`config.mk`:
```
export PLATFORM = sky130hd
export DESIGN_NAME = button_press_classifier_unit
export DESIGN_NICKNAME = d
export VERILOG_FILES = /design/src/hdl/bpc_pkg.sv /design/src/hdl/button_press_classifier_unit.sv /design/src/hdl/bpc_gesture_queue.sv /design/src/hdl/bpc_buttons.sv
export VERILOG_INCLUDE_DIRS = /design/src /design/src/hdl
export SDC_FILE = /design/constraint.sdc
export NUM_CORES = 1
export LEC_CHECK = 0
export ABC_AREA = 1
export BUFFER_PORTS_ARGS = -buffer_cell sky130_fd_sc_hd__buf_2
export CELL_PAD_IN_SITES_DETAIL_PLACEMENT = 1
export CELL_PAD_IN_SITES_GLOBAL_PLACEMENT = 2
export CORE_MARGIN = 4
export CORE_UTILIZATION = 43
export DETAILED_ROUTE_END_ITERATION = 8
export PLACE_DENSITY = 0.95
export SETUP_SLACK_MARGIN = 0.1
export SLEW_MARGIN = 20
export SYNTH_ARGS = -nofsm -noshare
export SYNTH_HDL_FRONTEND = slang
export SYNTH_SLANG_ARGS = --single-unit
```
`constraint.sdc`:
```
create_clock -name clk -period 39.8 [get_ports clk]
set_input_delay 11.94 -clock clk [delete_from_list [all_inputs] [get_ports clk]]
set_output_delay 11.94 -clock clk [all_outputs]
set_load 0.005 [all_outputs]
```
`src/hdl/button_press_classifier_unit_defines.svh`:
```
// Assertion macros shared by the button press classifier.
`ifndef BUTTON_PRESS_CLASSIFIER_UNIT_DEFINES_SVH
`define BUTTON_PRESS_CLASSIFIER_UNIT_DEFINES_SVH

// Same-cycle implication, checked on every rising edge out of reset
`define BPC_ASSERT_NOW(lbl, ante, cons, msg) \
    lbl: assert property (@(posedge clk) disable iff (!rst_n) (ante) |-> (cons)) \
        else $error(msg);

// Next-cycle implication, checked on every rising edge out of reset
`define BPC_ASSERT_NEXT(lbl, ante, cons, msg) \
    lbl: assert property (@(posedge clk) disable iff (!rst_n) (ante) |=> (cons)) \
        else $error(msg);

`endif

```
`src/hdl/bpc_pkg.sv`:
```
// Types, codes and helpers shared by the button press classifier.
package bpc_pkg;

    // Gesture queue sizing
    localparam int QUEUE_DEPTH = 4;
    localparam int QIDX_W      = (QUEUE_DEPTH > 1) ? $clog2(QUEUE_DEPTH) : 1;
    localparam int QCNT_W      = $clog2(QUEUE_DEPTH + 1);

    // Item kinds
    localparam logic OP_TICK    = 1'b0;
    localparam logic OP_ENQUEUE = 1'b1;

    // Buttons a gesture may drive
    localparam logic [1:0] BTN_PLUS  = 2'd0;
    localparam logic [1:0] BTN_POWER = 2'd1;
    localparam logic [1:0] BTN_BOOT  = 2'd2;

    // Reported events
    localparam logic [1:0] EV_NONE  = 2'd0;
    localparam logic [1:0] EV_PLUS  = 2'd1;
    localparam logic [1:0] EV_POWER = 2'd2;

    // Register indexes on the configuration port
    localparam int CFG_IDX_W = 3;
    localparam logic [CFG_IDX_W-1:0] REG_DEBOUNCE_SAMPLES   = 3'd0;
    localparam logic [CFG_IDX_W-1:0] REG_POWER_OFF_HOLD_MS  = 3'd1;
    localparam logic [CFG_IDX_W-1:0] REG_BOOT_GRACE_MS      = 3'd2;
    localparam logic [CFG_IDX_W-1:0] REG_BOOT_SHORT_MAX_MS  = 3'd3;
    localparam logic [CFG_IDX_W-1:0] REG_GESTURE_RELEASE_MS = 3'd4;
    localparam int CFG_DATA_W = 16;

    typedef struct packed {
        logic        op;
        logic [31:0] now_ms;
        logic        plus_raw;
        logic        power_raw;
        logic        boot_raw;
        logic [1:0]  gesture_button;
        logic [31:0] gesture_hold_ms;
    } item_t;

    typedef struct packed {
        logic [1:0] button_event;
        logic       power_off_request;
        logic       reboot_request;
        logic       enqueue_full;
    } result_t;

    typedef struct packed {
        logic [7:0]  debounce_samples;
        logic [15:0] power_off_hold_ms;
        logic [15:0] boot_grace_ms;
        logic [15:0] boot_short_max_ms;
        logic [15:0] gesture_release_ms;
    } cfg_t;

    // Button levels after the gesture override
    typedef struct packed {
        logic plus;
        logic power;
        logic boot;
    } levels_t;

    // Per-button outcome of the debouncer
    typedef struct packed {
        logic       accept;
        logic [7:0] cnt;
    } deb_t;

    // Sample-count debouncer: a differing level counts up (saturating) and is
    // taken once the count reaches the threshold; a matching level clears it.
    function automatic deb_t debounce(input logic raw, input logic lvl,
                                      input logic [7:0] cnt, input logic [7:0] samples);
        deb_t       r;
        logic [7:0] inc;
        inc = (cnt != 8'hFF) ? cnt + 8'd1 : cnt;
        r.accept = 1'b0;
        r.cnt    = 8'd0;
        if (raw != lvl) begin
            if (inc >= samples) begin
                r.accept = 1'b1;
            end
            else begin
                r.cnt = inc;
            end
        end
        return r;
    endfunction

endpackage

```
`src/hdl/button_press_classifier_unit.sv`:
```
// Top level of the button press classifier: channels, configuration and pipeline registers.
//
// Usage:
//   item channel (item_valid/item_ready/item): a tick beat carries the time and
//   the three raw button levels; an enqueue beat queues a synthetic gesture.
//   result channel (result_valid/result_ready/result): one result beat per item,
//   in order: button event, power-off and reboot pulses, queue-full flag.
//   cfg channel (cfg_valid/cfg_ready/cfg_index/cfg_data): register writes,
//   always ready; write only while no item is in flight.
// Path: an accepted item beat lands in the input register; the result register
//   loads from it when the result register is free or its result is being taken.
// Throughput: one item per cycle unless result_ready stalls; the rate is set by the
//   single pass of logic between the input register and the result register.
// Reset: registers take their reset values, the gesture queue is empty and
//   all buttons read released and armed; no result is pending.
// Stall: while result_ready is low the result holds; one more item waits in
//   the input register, after which item_ready drops.
module button_press_classifier_unit (
    input  logic                               clk,
    input  logic                               rst_n,
    input  logic                               item_valid,
    output logic                               item_ready,
    input  bpc_pkg::item_t                     item,
    output logic                               result_valid,
    input  logic                               result_ready,
    output bpc_pkg::result_t                   result,
    input  logic                               cfg_valid,
    output logic                               cfg_ready,
    input  logic [bpc_pkg::CFG_IDX_W-1:0]      cfg_index,
    input  logic [bpc_pkg::CFG_DATA_W-1:0]     cfg_data
);

`include "button_press_classifier_unit_defines.svh"

    bpc_pkg::cfg_t    cfg_reg;
    bpc_pkg::item_t   in_item_reg;
    logic             in_valid_reg;
    bpc_pkg::result_t result_reg, result_next;
    logic             result_valid_reg;

    logic             advance, fire, tick;
    bpc_pkg::levels_t levels;
    logic             q_full;
    logic [1:0]       button_event;
    logic             power_off_request, reboot_request;

    // Handshake: the result register frees up when taken
    assign advance      = !result_valid_reg || result_ready;
    assign fire         = in_valid_reg && advance;
    assign tick         = fire && (in_item_reg.op == bpc_pkg::OP_TICK);
    assign item_ready   = !in_valid_reg || advance;
    assign result_valid = result_valid_reg;
    assign result       = result_reg;
    assign cfg_ready    = 1'b1;

    // Configuration registers
    always_ff @(posedge clk or negedge rst_n)
    begin
        if (!rst_n) begin
            cfg_reg.debounce_samples   <= 8'd3;
            cfg_reg.power_off_hold_ms  <= 16'd3000;
            cfg_reg.boot_grace_ms      <= 16'd1000;
            cfg_reg.boot_short_max_ms  <= 16'd1000;
            cfg_reg.gesture_release_ms <= 16'd100;
        end
        else if (cfg_valid && cfg_ready) begin
            unique case (cfg_index)
                bpc_pkg::REG_DEBOUNCE_SAMPLES:   cfg_reg.debounce_samples   <= cfg_data[7:0];
                bpc_pkg::REG_POWER_OFF_HOLD_MS:  cfg_reg.power_off_hold_ms  <= cfg_data;
                bpc_pkg::REG_BOOT_GRACE_MS:      cfg_reg.boot_grace_ms      <= cfg_data;
                bpc_pkg::REG_BOOT_SHORT_MAX_MS:  cfg_reg.boot_short_max_ms  <= cfg_data;
                bpc_pkg::REG_GESTURE_RELEASE_MS: cfg_reg.gesture_release_ms <= cfg_data;
                default:                         ;
            endcase
        end
    end

    // Input register
    always_ff @(posedge clk or negedge rst_n)
    begin
        if (!rst_n) begin
            in_valid_reg <= 1'b0;
        end
        else if (item_valid && item_ready) begin
            in_valid_reg <= 1'b1;
        end
        else if (fire) begin
            in_valid_reg <= 1'b0;
        end
    end

    always_ff @(posedge clk)
    begin
        if (item_valid && item_ready) begin
            in_item_reg <= item;
        end
    end

    bpc_gesture_queue u_queue (
        .clk    (clk),
        .rst_n  (rst_n),
        .fire   (fire),
        .item   (in_item_reg),
        .cfg    (cfg_reg),
        .levels (levels),
        .full   (q_full)
    );

    bpc_buttons u_buttons (
        .clk               (clk),
        .rst_n             (rst_n),
        .tick              (tick),
        .now_ms            (in_item_reg.now_ms),
        .levels            (levels),
        .cfg               (cfg_reg),
        .button_event      (button_event),
        .power_off_request (power_off_request),
        .reboot_request    (reboot_request)
    );

    // Result assembly: enqueue beats only report the full flag
    always_comb
    begin
        if (in_item_reg.op == bpc_pkg::OP_ENQUEUE) begin
            result_next.button_event      = bpc_pkg::EV_NONE;
            result_next.power_off_request = 1'b0;
            result_next.reboot_request    = 1'b0;
            result_next.enqueue_full      = q_full;
        end
        else begin
            result_next.button_event      = button_event;
            result_next.power_off_request = power_off_request;
            result_next.reboot_request    = reboot_request;
            result_next.enqueue_full      = 1'b0;
        end
    end

    // Result register
    always_ff @(posedge clk or negedge rst_n)
    begin
        if (!rst_n) begin
            result_valid_reg <= 1'b0;
        end
        else if (fire) begin
            result_valid_reg <= 1'b1;
        end
        else if (result_ready) begin
            result_valid_reg <= 1'b0;
        end
    end

    always_ff @(posedge clk)
    begin
        if (fire) begin
            result_reg <= result_next;
        end
    end

    // Checks
    `BPC_ASSERT_NOW(a_ready_only_on_stall, !item_ready,
                    in_valid_reg && result_valid && !result_ready,
                    "item_ready low without a stalled result")
    `BPC_ASSERT_NEXT(a_beat_captured, item_valid && item_ready, in_valid_reg,
                     "accepted item beat not held in the input register")
    `BPC_ASSERT_NOW(a_power_exclusive, result_valid && result.power_off_request,
                    result.button_event != bpc_pkg::EV_POWER && !result.enqueue_full,
                    "power-off request together with a short press or enqueue flag")

endmodule

```
`src/hdl/bpc_gesture_queue.sv`:
```
// Synthetic gesture queue, active gesture timer and button level override.
module bpc_gesture_queue (
    input  logic               clk,
    input  logic               rst_n,
    input  logic               fire,
    input  bpc_pkg::item_t     item,
    input  bpc_pkg::cfg_t      cfg,
    output bpc_pkg::levels_t   levels,
    output logic               full
);

    localparam int SUM_W = bpc_pkg::QCNT_W + 1;

    // Queue storage, no reset: an entry is only read after it was written
    logic [1:0]  q_button_reg [bpc_pkg::QUEUE_DEPTH];
    logic [31:0] q_hold_reg   [bpc_pkg::QUEUE_DEPTH];

    logic [bpc_pkg::QIDX_W-1:0] head_reg, head_next;
    logic [bpc_pkg::QCNT_W-1:0] count_reg, count_next;

    logic        act_on_reg;
    logic [1:0]  act_button_reg;
    logic [31:0] act_start_reg;
    logic [31:0] act_hold_reg;

    logic                       is_tick, is_enq;
    logic [SUM_W-1:0]           slot_sum;
    logic [bpc_pkg::QIDX_W-1:0] slot;
    logic [32:0]                end_wide;
    logic [31:0]                end_sat;
    logic                       still_on, load, eff_on;
    logic [1:0]                 eff_button;
    logic [31:0]                eff_start, eff_hold;
    logic                       ovr_level;

    assign is_tick = fire && (item.op == bpc_pkg::OP_TICK);
    assign is_enq  = fire && (item.op == bpc_pkg::OP_ENQUEUE);
    assign full    = (count_reg == bpc_pkg::QCNT_W'(bpc_pkg::QUEUE_DEPTH));

    // Tail slot: head plus count, wrapped once
    always_comb
    begin
        slot_sum = SUM_W'(head_reg) + SUM_W'(count_reg);
        if (slot_sum >= SUM_W'(bpc_pkg::QUEUE_DEPTH)) begin
            slot_sum = slot_sum - SUM_W'(bpc_pkg::QUEUE_DEPTH);
        end
        slot = slot_sum[bpc_pkg::QIDX_W-1:0];
    end

    // Gesture end: hold plus release gap, saturated to 32 bits
    assign end_wide = {1'b0, act_hold_reg} + {17'd0, cfg.gesture_release_ms};
    assign end_sat  = end_wide[32] ? 32'hFFFF_FFFF : end_wide[31:0];

    // Retire the active gesture, then pull the next one from the head
    always_comb
    begin
        still_on   = act_on_reg && ((item.now_ms - act_start_reg) < end_sat);
        load       = !still_on && (count_reg != '0);
        eff_on     = still_on || load;
        eff_button = load ? q_button_reg[head_reg] : act_button_reg;
        eff_start  = load ? item.now_ms : act_start_reg;
        eff_hold   = load ? q_hold_reg[head_reg] : act_hold_reg;
        ovr_level  = (item.now_ms - eff_start) < eff_hold;
    end

    // Level override for the button the gesture names
    always_comb
    begin
        levels.plus  = item.plus_raw;
        levels.power = item.power_raw;
        levels.boot  = item.boot_raw;
        if (eff_on) begin
            case (eff_button)
                bpc_pkg::BTN_PLUS:  levels.plus  = ovr_level;
                bpc_pkg::BTN_POWER: levels.power = ovr_level;
                bpc_pkg::BTN_BOOT:  levels.boot  = ovr_level;
                default:            ;
            endcase
        end
    end

    // Pointer and count updates
    always_comb
    begin
        head_next  = head_reg;
        count_next = count_reg;
        if (is_enq && !full) begin
            count_next = count_reg + bpc_pkg::QCNT_W'(1);
        end
        else if (is_tick && load) begin
            count_next = count_reg - bpc_pkg::QCNT_W'(1);
            head_next  = (head_reg == bpc_pkg::QIDX_W'(bpc_pkg::QUEUE_DEPTH - 1)) ?
                         '0 : head_reg + bpc_pkg::QIDX_W'(1);
        end
    end

    // Control state
    always_ff @(posedge clk or negedge rst_n)
    begin
        if (!rst_n) begin
            head_reg       <= '0;
            count_reg      <= '0;
            act_on_reg     <= 1'b0;
            act_button_reg <= '0;
            act_start_reg  <= '0;
            act_hold_reg   <= '0;
        end
        else begin
            head_reg  <= head_next;
            count_reg <= count_next;
            if (is_tick) begin
                act_on_reg <= eff_on;
                if (load) begin
                    act_button_reg <= eff_button;
                    act_start_reg  <= eff_start;
                    act_hold_reg   <= eff_hold;
                end
            end
        end
    end

    // Queue writes
    always_ff @(posedge clk)
    begin
        if (is_enq && !full) begin
            q_button_reg[slot] <= item.gesture_button;
            q_hold_reg[slot]   <= item.gesture_hold_ms;
        end
    end

endmodule

```
`src/hdl/bpc_buttons.sv`:
```
// Debouncers and press classification for the plus, power and boot buttons.
module bpc_buttons (
    input  logic              clk,
    input  logic              rst_n,
    input  logic              tick,
    input  logic [31:0]       now_ms,
    input  bpc_pkg::levels_t  levels,
    input  bpc_pkg::cfg_t     cfg,
    output logic [1:0]        button_event,
    output logic              power_off_request,
    output logic              reboot_request
);

    // Power and boot are never disarmed, so only plus keeps an armed flag
    bpc_pkg::levels_t deb_reg, deb_next;
    logic [7:0]  cnt_plus_reg, cnt_power_reg, cnt_boot_reg;
    logic [7:0]  cnt_plus_next, cnt_power_next, cnt_boot_next;
    logic        plus_armed_reg, plus_armed_next;
    logic [31:0] power_start_reg, power_start_next;
    logic        off_sent_reg, off_sent_next;
    logic [31:0] boot_start_reg, boot_start_next;

    bpc_pkg::deb_t d_plus, d_power, d_boot;
    logic          plus_ev, power_ev;
    logic [31:0]   power_dur;

    assign d_plus  = bpc_pkg::debounce(levels.plus, deb_reg.plus, cnt_plus_reg,
                                       cfg.debounce_samples);
    assign d_power = bpc_pkg::debounce(levels.power, deb_reg.power, cnt_power_reg,
                                       cfg.debounce_samples);
    assign d_boot  = bpc_pkg::debounce(levels.boot, deb_reg.boot, cnt_boot_reg,
                                       cfg.debounce_samples);
    assign power_dur = now_ms - power_start_reg;

    always_comb
    begin
        deb_next         = deb_reg;
        plus_armed_next  = plus_armed_reg;
        power_start_next = power_start_reg;
        off_sent_next    = off_sent_reg;
        boot_start_next  = boot_start_reg;
        cnt_plus_next    = d_plus.cnt;
        cnt_power_next   = cnt_power_reg;
        cnt_boot_next    = d_boot.cnt;
        plus_ev          = 1'b0;
        power_ev         = 1'b0;
        power_off_request = 1'b0;
        reboot_request   = 1'b0;

        // Plus: report an accepted press while armed
        if (d_plus.accept) begin
            deb_next.plus = levels.plus;
            if (levels.plus && plus_armed_reg) begin
                plus_armed_next = 1'b0;
                plus_ev         = 1'b1;
            end
            else if (!levels.plus) begin
                plus_armed_next = 1'b1;
            end
        end

        // Power: skipped on a tick where plus reports
        if (!plus_ev) begin
            cnt_power_next = d_power.cnt;
            if (d_power.accept) begin
                deb_next.power = levels.power;
                if (levels.power) begin
                    power_start_next = now_ms;
                end
                else begin
                    power_ev = !off_sent_reg && (power_start_reg != 32'd0) &&
                               (power_dur != 32'd0) &&
                               (power_dur < {16'd0, cfg.power_off_hold_ms});
                    off_sent_next    = 1'b0;
                    power_start_next = 32'd0;
                end
            end
            // Long hold check on the updated state
            if (deb_next.power && !off_sent_next && (power_start_next != 32'd0) &&
                ((now_ms - power_start_next) >= {16'd0, cfg.power_off_hold_ms})) begin
                off_sent_next     = 1'b1;
                power_off_request = 1'b1;
            end
        end

        // Boot: time presses that start after the grace period
        if (d_boot.accept) begin
            deb_next.boot = levels.boot;
            if (levels.boot) begin
                if (now_ms >= {16'd0, cfg.boot_grace_ms}) begin
                    boot_start_next = now_ms;
                end
            end
            else if (boot_start_reg != 32'd0) begin
                reboot_request  = (now_ms - boot_start_reg) <= {16'd0, cfg.boot_short_max_ms};
                boot_start_next = 32'd0;
            end
        end

        if (plus_ev) begin
            button_event = bpc_pkg::EV_PLUS;
        end
        else if (power_ev) begin
            button_event = bpc_pkg::EV_POWER;
        end
        else begin
            button_event = bpc_pkg::EV_NONE;
        end
    end

    always_ff @(posedge clk or negedge rst_n)
    begin
        if (!rst_n) begin
            deb_reg         <= '0;
            cnt_plus_reg    <= '0;
            cnt_power_reg   <= '0;
            cnt_boot_reg    <= '0;
            plus_armed_reg  <= 1'b1;
            power_start_reg <= '0;
            off_sent_reg    <= 1'b0;
            boot_start_reg  <= '0;
        end
        else if (tick) begin
            deb_reg         <= deb_next;
            cnt_plus_reg    <= cnt_plus_next;
            cnt_power_reg   <= cnt_power_next;
            cnt_boot_reg    <= cnt_boot_next;
            plus_armed_reg  <= plus_armed_next;
            power_start_reg <= power_start_next;
            off_sent_reg    <= off_sent_next;
            boot_start_reg  <= boot_start_next;
        end
    end

endmodule
```
==> metrics.cfg <==
[finish]
fillers = 8228
final_core_utilization = 0.484
layout_common_cells = 699 x nand2_1, 463 x inv_1, 331 x o21ai_0
final_common_cell = nand2_1
largest_reg_flops = 128
area_growth_syn_to_layout_pct = 11.4
multi_input_comb_area_sq_mm = 0.0155
fin_nets = 4017
seqCellArea_sq_mm = 0.0123
layout-drive-gt1-share = 0.0834

[clock_network]
h-tree-depth = 2
cts_hold_buf = 0
cts_tree = built
cts_resized = 0
cts_buffers = 52
clkTransAtPathRegs_ns = 0.06
cts_buffer_depth = 3
clock_sinks = 450
clkLatencyLatePin_ns = 0.61
postCtsSetupBuffers = 0
clockRootBuffer = clkbuf_16

[logic_synthesis]
synth_fp_nets = 3927
ys_seq_elements = 450
ys_warn_count = 0
syn_area_per_cell_sq_um = 8.54
syn_inst = 3500
synth_edf_count = 211
ys.flop_type = dfrtp_1
yosysUniqueCellTypes = 71
synth_compound_area_frac = 0.161
synth-xor-area-share = 0.0466
yosysSeqAreaShare = 0.413
synth_adder_area_share = 0.141
synthMuxAreaShare = 0
syn_area_sq_mm = 0.0299
async_flop_share = 0.531
synth_top_family_by_area = simple AND/OR/NAND/NOR gates
synthSimpleGateAreaFrac = 0.167

[sta]
tns_ns = 0
maxSlewViolCount = 0
setup_violations = 0
post-route-period-util = 0.610
rsz0062_at_grt = no
tightestPinTransition_ns = 1.09
relSlewSlack = 0.269
min_period_ns = 24.29
hold_viol = 0
max_clock_freq_mhz = 41.2
fin_worst_skew_ns = 0.0220

[floorplanning]
die_h_um = 272
row_count = 96
core_area_sq_mm = 0.0687
ios = 102
dieWidth_um = 272
initial_utilization = 0.435
dieArea_sq_mm = 0.0738

[placed_design]
gp_congestion = 0.892
post-dp-hpwl_mm = 67.9
portBuffers = 100

[route]
vias_per_cell = 5.55
first_pass_iters = 5
ant_nets = 0
post_drt_wl_per_cell_um = 19.9
wirelength_mm = 91.1
drcViolationCount = 0
vias = 25300
drt_iter0_drc = 1638

[critical_path]
cpMostUsedCell = buf_2
criticalPathCategory = in -> out
slowest_stage = buf_2
crit_arrival_ns = 12.35
critical_path.top_delay_family = buffers and inverters
crit_path_max_fanout = 3
required_ns = 27.86
cp_num_buf_inv = 3
endpoint_kind = primary output
slowest_delay_ns = 0.15
crit_path_cell_trace = buf_2 > inv_1 > nand3_1 > buf_2
cp-start-kind = primary input

[hold_path]
hold_class = reg -> reg

[status]
status = finished clean

[grt]
grt_pass1_wl_mm = 145
grt_max_degree = 79
antenna_found_initial = 4
grtUsageTotal = 0.245
overflow = 0
grt_pass1_vias = 26400

[job]
maxCapViolCount = 0

==> layout make-up <==
class	count	share of cell area
diodes	2	0.000150
clock buffers	61	0.0407
clock inverters	37	0.0144
inverters	469	0.0529
multi-input cells	2492	0.465
flip-flops and latches	450	0.371
well taps	931	0.0350
repair buffers	125	0.0212
==> worst register-to-register path, delay by kind of cell, from the launching register on <==
family	cells	cell delay (ns)
adders and majority gates	7	2.14
and+or+nand+nor	41	6.71
DFF	1	0.40
buffers and inverters	14	1.24
xor gates and xnor gates	2	0.34
AOI/OAI and AO/OA	34	5.41
==> routing by layer <==
layer	vias to the layer above	global-route usage	share of wire
li1	12200	-	-
met1	12500	0.340	0.46
met2	477	0.412	0.47
met3	128	0.0318	0.047
met4	4	0.0567	0.022
met5	-	0	0.00033
==> worst paths after layout <==
path,from,endpoint,slack [ns],depth (start not counted)
setup / recovery,result_ready,item_ready,15.51,4
hold / removal,cfg_reg[71]$_DFFE_PN0P_,cfg_reg[71]$_DFFE_PN0P_,0.48,2
setup reg to reg,u_queue.act_hold_reg[2]$_DFFE_PN0P_,result[2]$_SDFFCE_PP0P_,23.31,98
hold reg to reg,cfg_reg[71]$_DFFE_PN0P_,cfg_reg[71]$_DFFE_PN0P_,0.48,2
max in group asynchronous,rst_n,cfg_reg[68]$_DFFE_PN0P_,25.58,4
min in group asynchronous,rst_n,u_queue.head_reg[0]$_DFFE_PN0P_,11.27,1
==> cells in the mapped netlist, types with 3 or more instances <==
library cell,n,area [sq um]
a32o_1,33,330
o21ai_0,331,1660
dfstp_2,25,657
ha_1,327,4090
clkbuf_1,70,263
a21oi_1,280,1400
nand2_1,699,2620
dfrtp_1,214,5360
o21ai_1,5,25.0
or2_2,3,18.8
a21oi_2,5,43.8
nor2_1,155,582
fa_1,6,120
nand4_1,38,238
o211ai_1,3,22.5
xnor2_1,42,368
o221ai_1,3,26.3
xor2_1,117,1020
a21o_1,12,90.1
nor4_1,34,213
buf_1,4,15.0
o31ai_1,4,30.0
nand3b_1,11,82.6
o22ai_1,75,469
a211oi_1,18,135
edfxtp_1,211,6340
nor3_1,37,185
a31oi_1,16,100
inv_1,466,1750
buf_2,11,55.1
o21bai_1,10,75.1
nand3_1,133,666
and3_1,4,25.0
a221oi_1,5,43.8
o21a_1,13,97.6
nand2_2,22,138
o21ai_2,3,26.3
nand2_4,7,78.8
==> cells by family (layout without fill, tap and decap cells) <==
family	Yosys count	after routing
adders and majority gates	333	333
other	1	3
xor gates and xnor gates	159	159
and+or+nand+nor	1158	1158
AOI/OAI and AO/OA	841	841
DFF	450	450
buffers and inverters	558	692
==> per-stage QoR <==
step                hold WS, ns  worst slack [ns]  instance area (sq um)  std cells
floorplan                 0.453             15.77                  29900       3500
CTS                       0.487             15.51                  33300       4564
global route              0.502             15.45                  33300       4565
finish                    0.480             15.51                  33300       4567
global placement          0.466             15.51                  31400       4466
detailed placement        0.474             15.51                  31400       4466
Power is left out: the tool's default activity adds up to more than one toggle a clock period on the data nets, which glitch-free logic cannot reach.
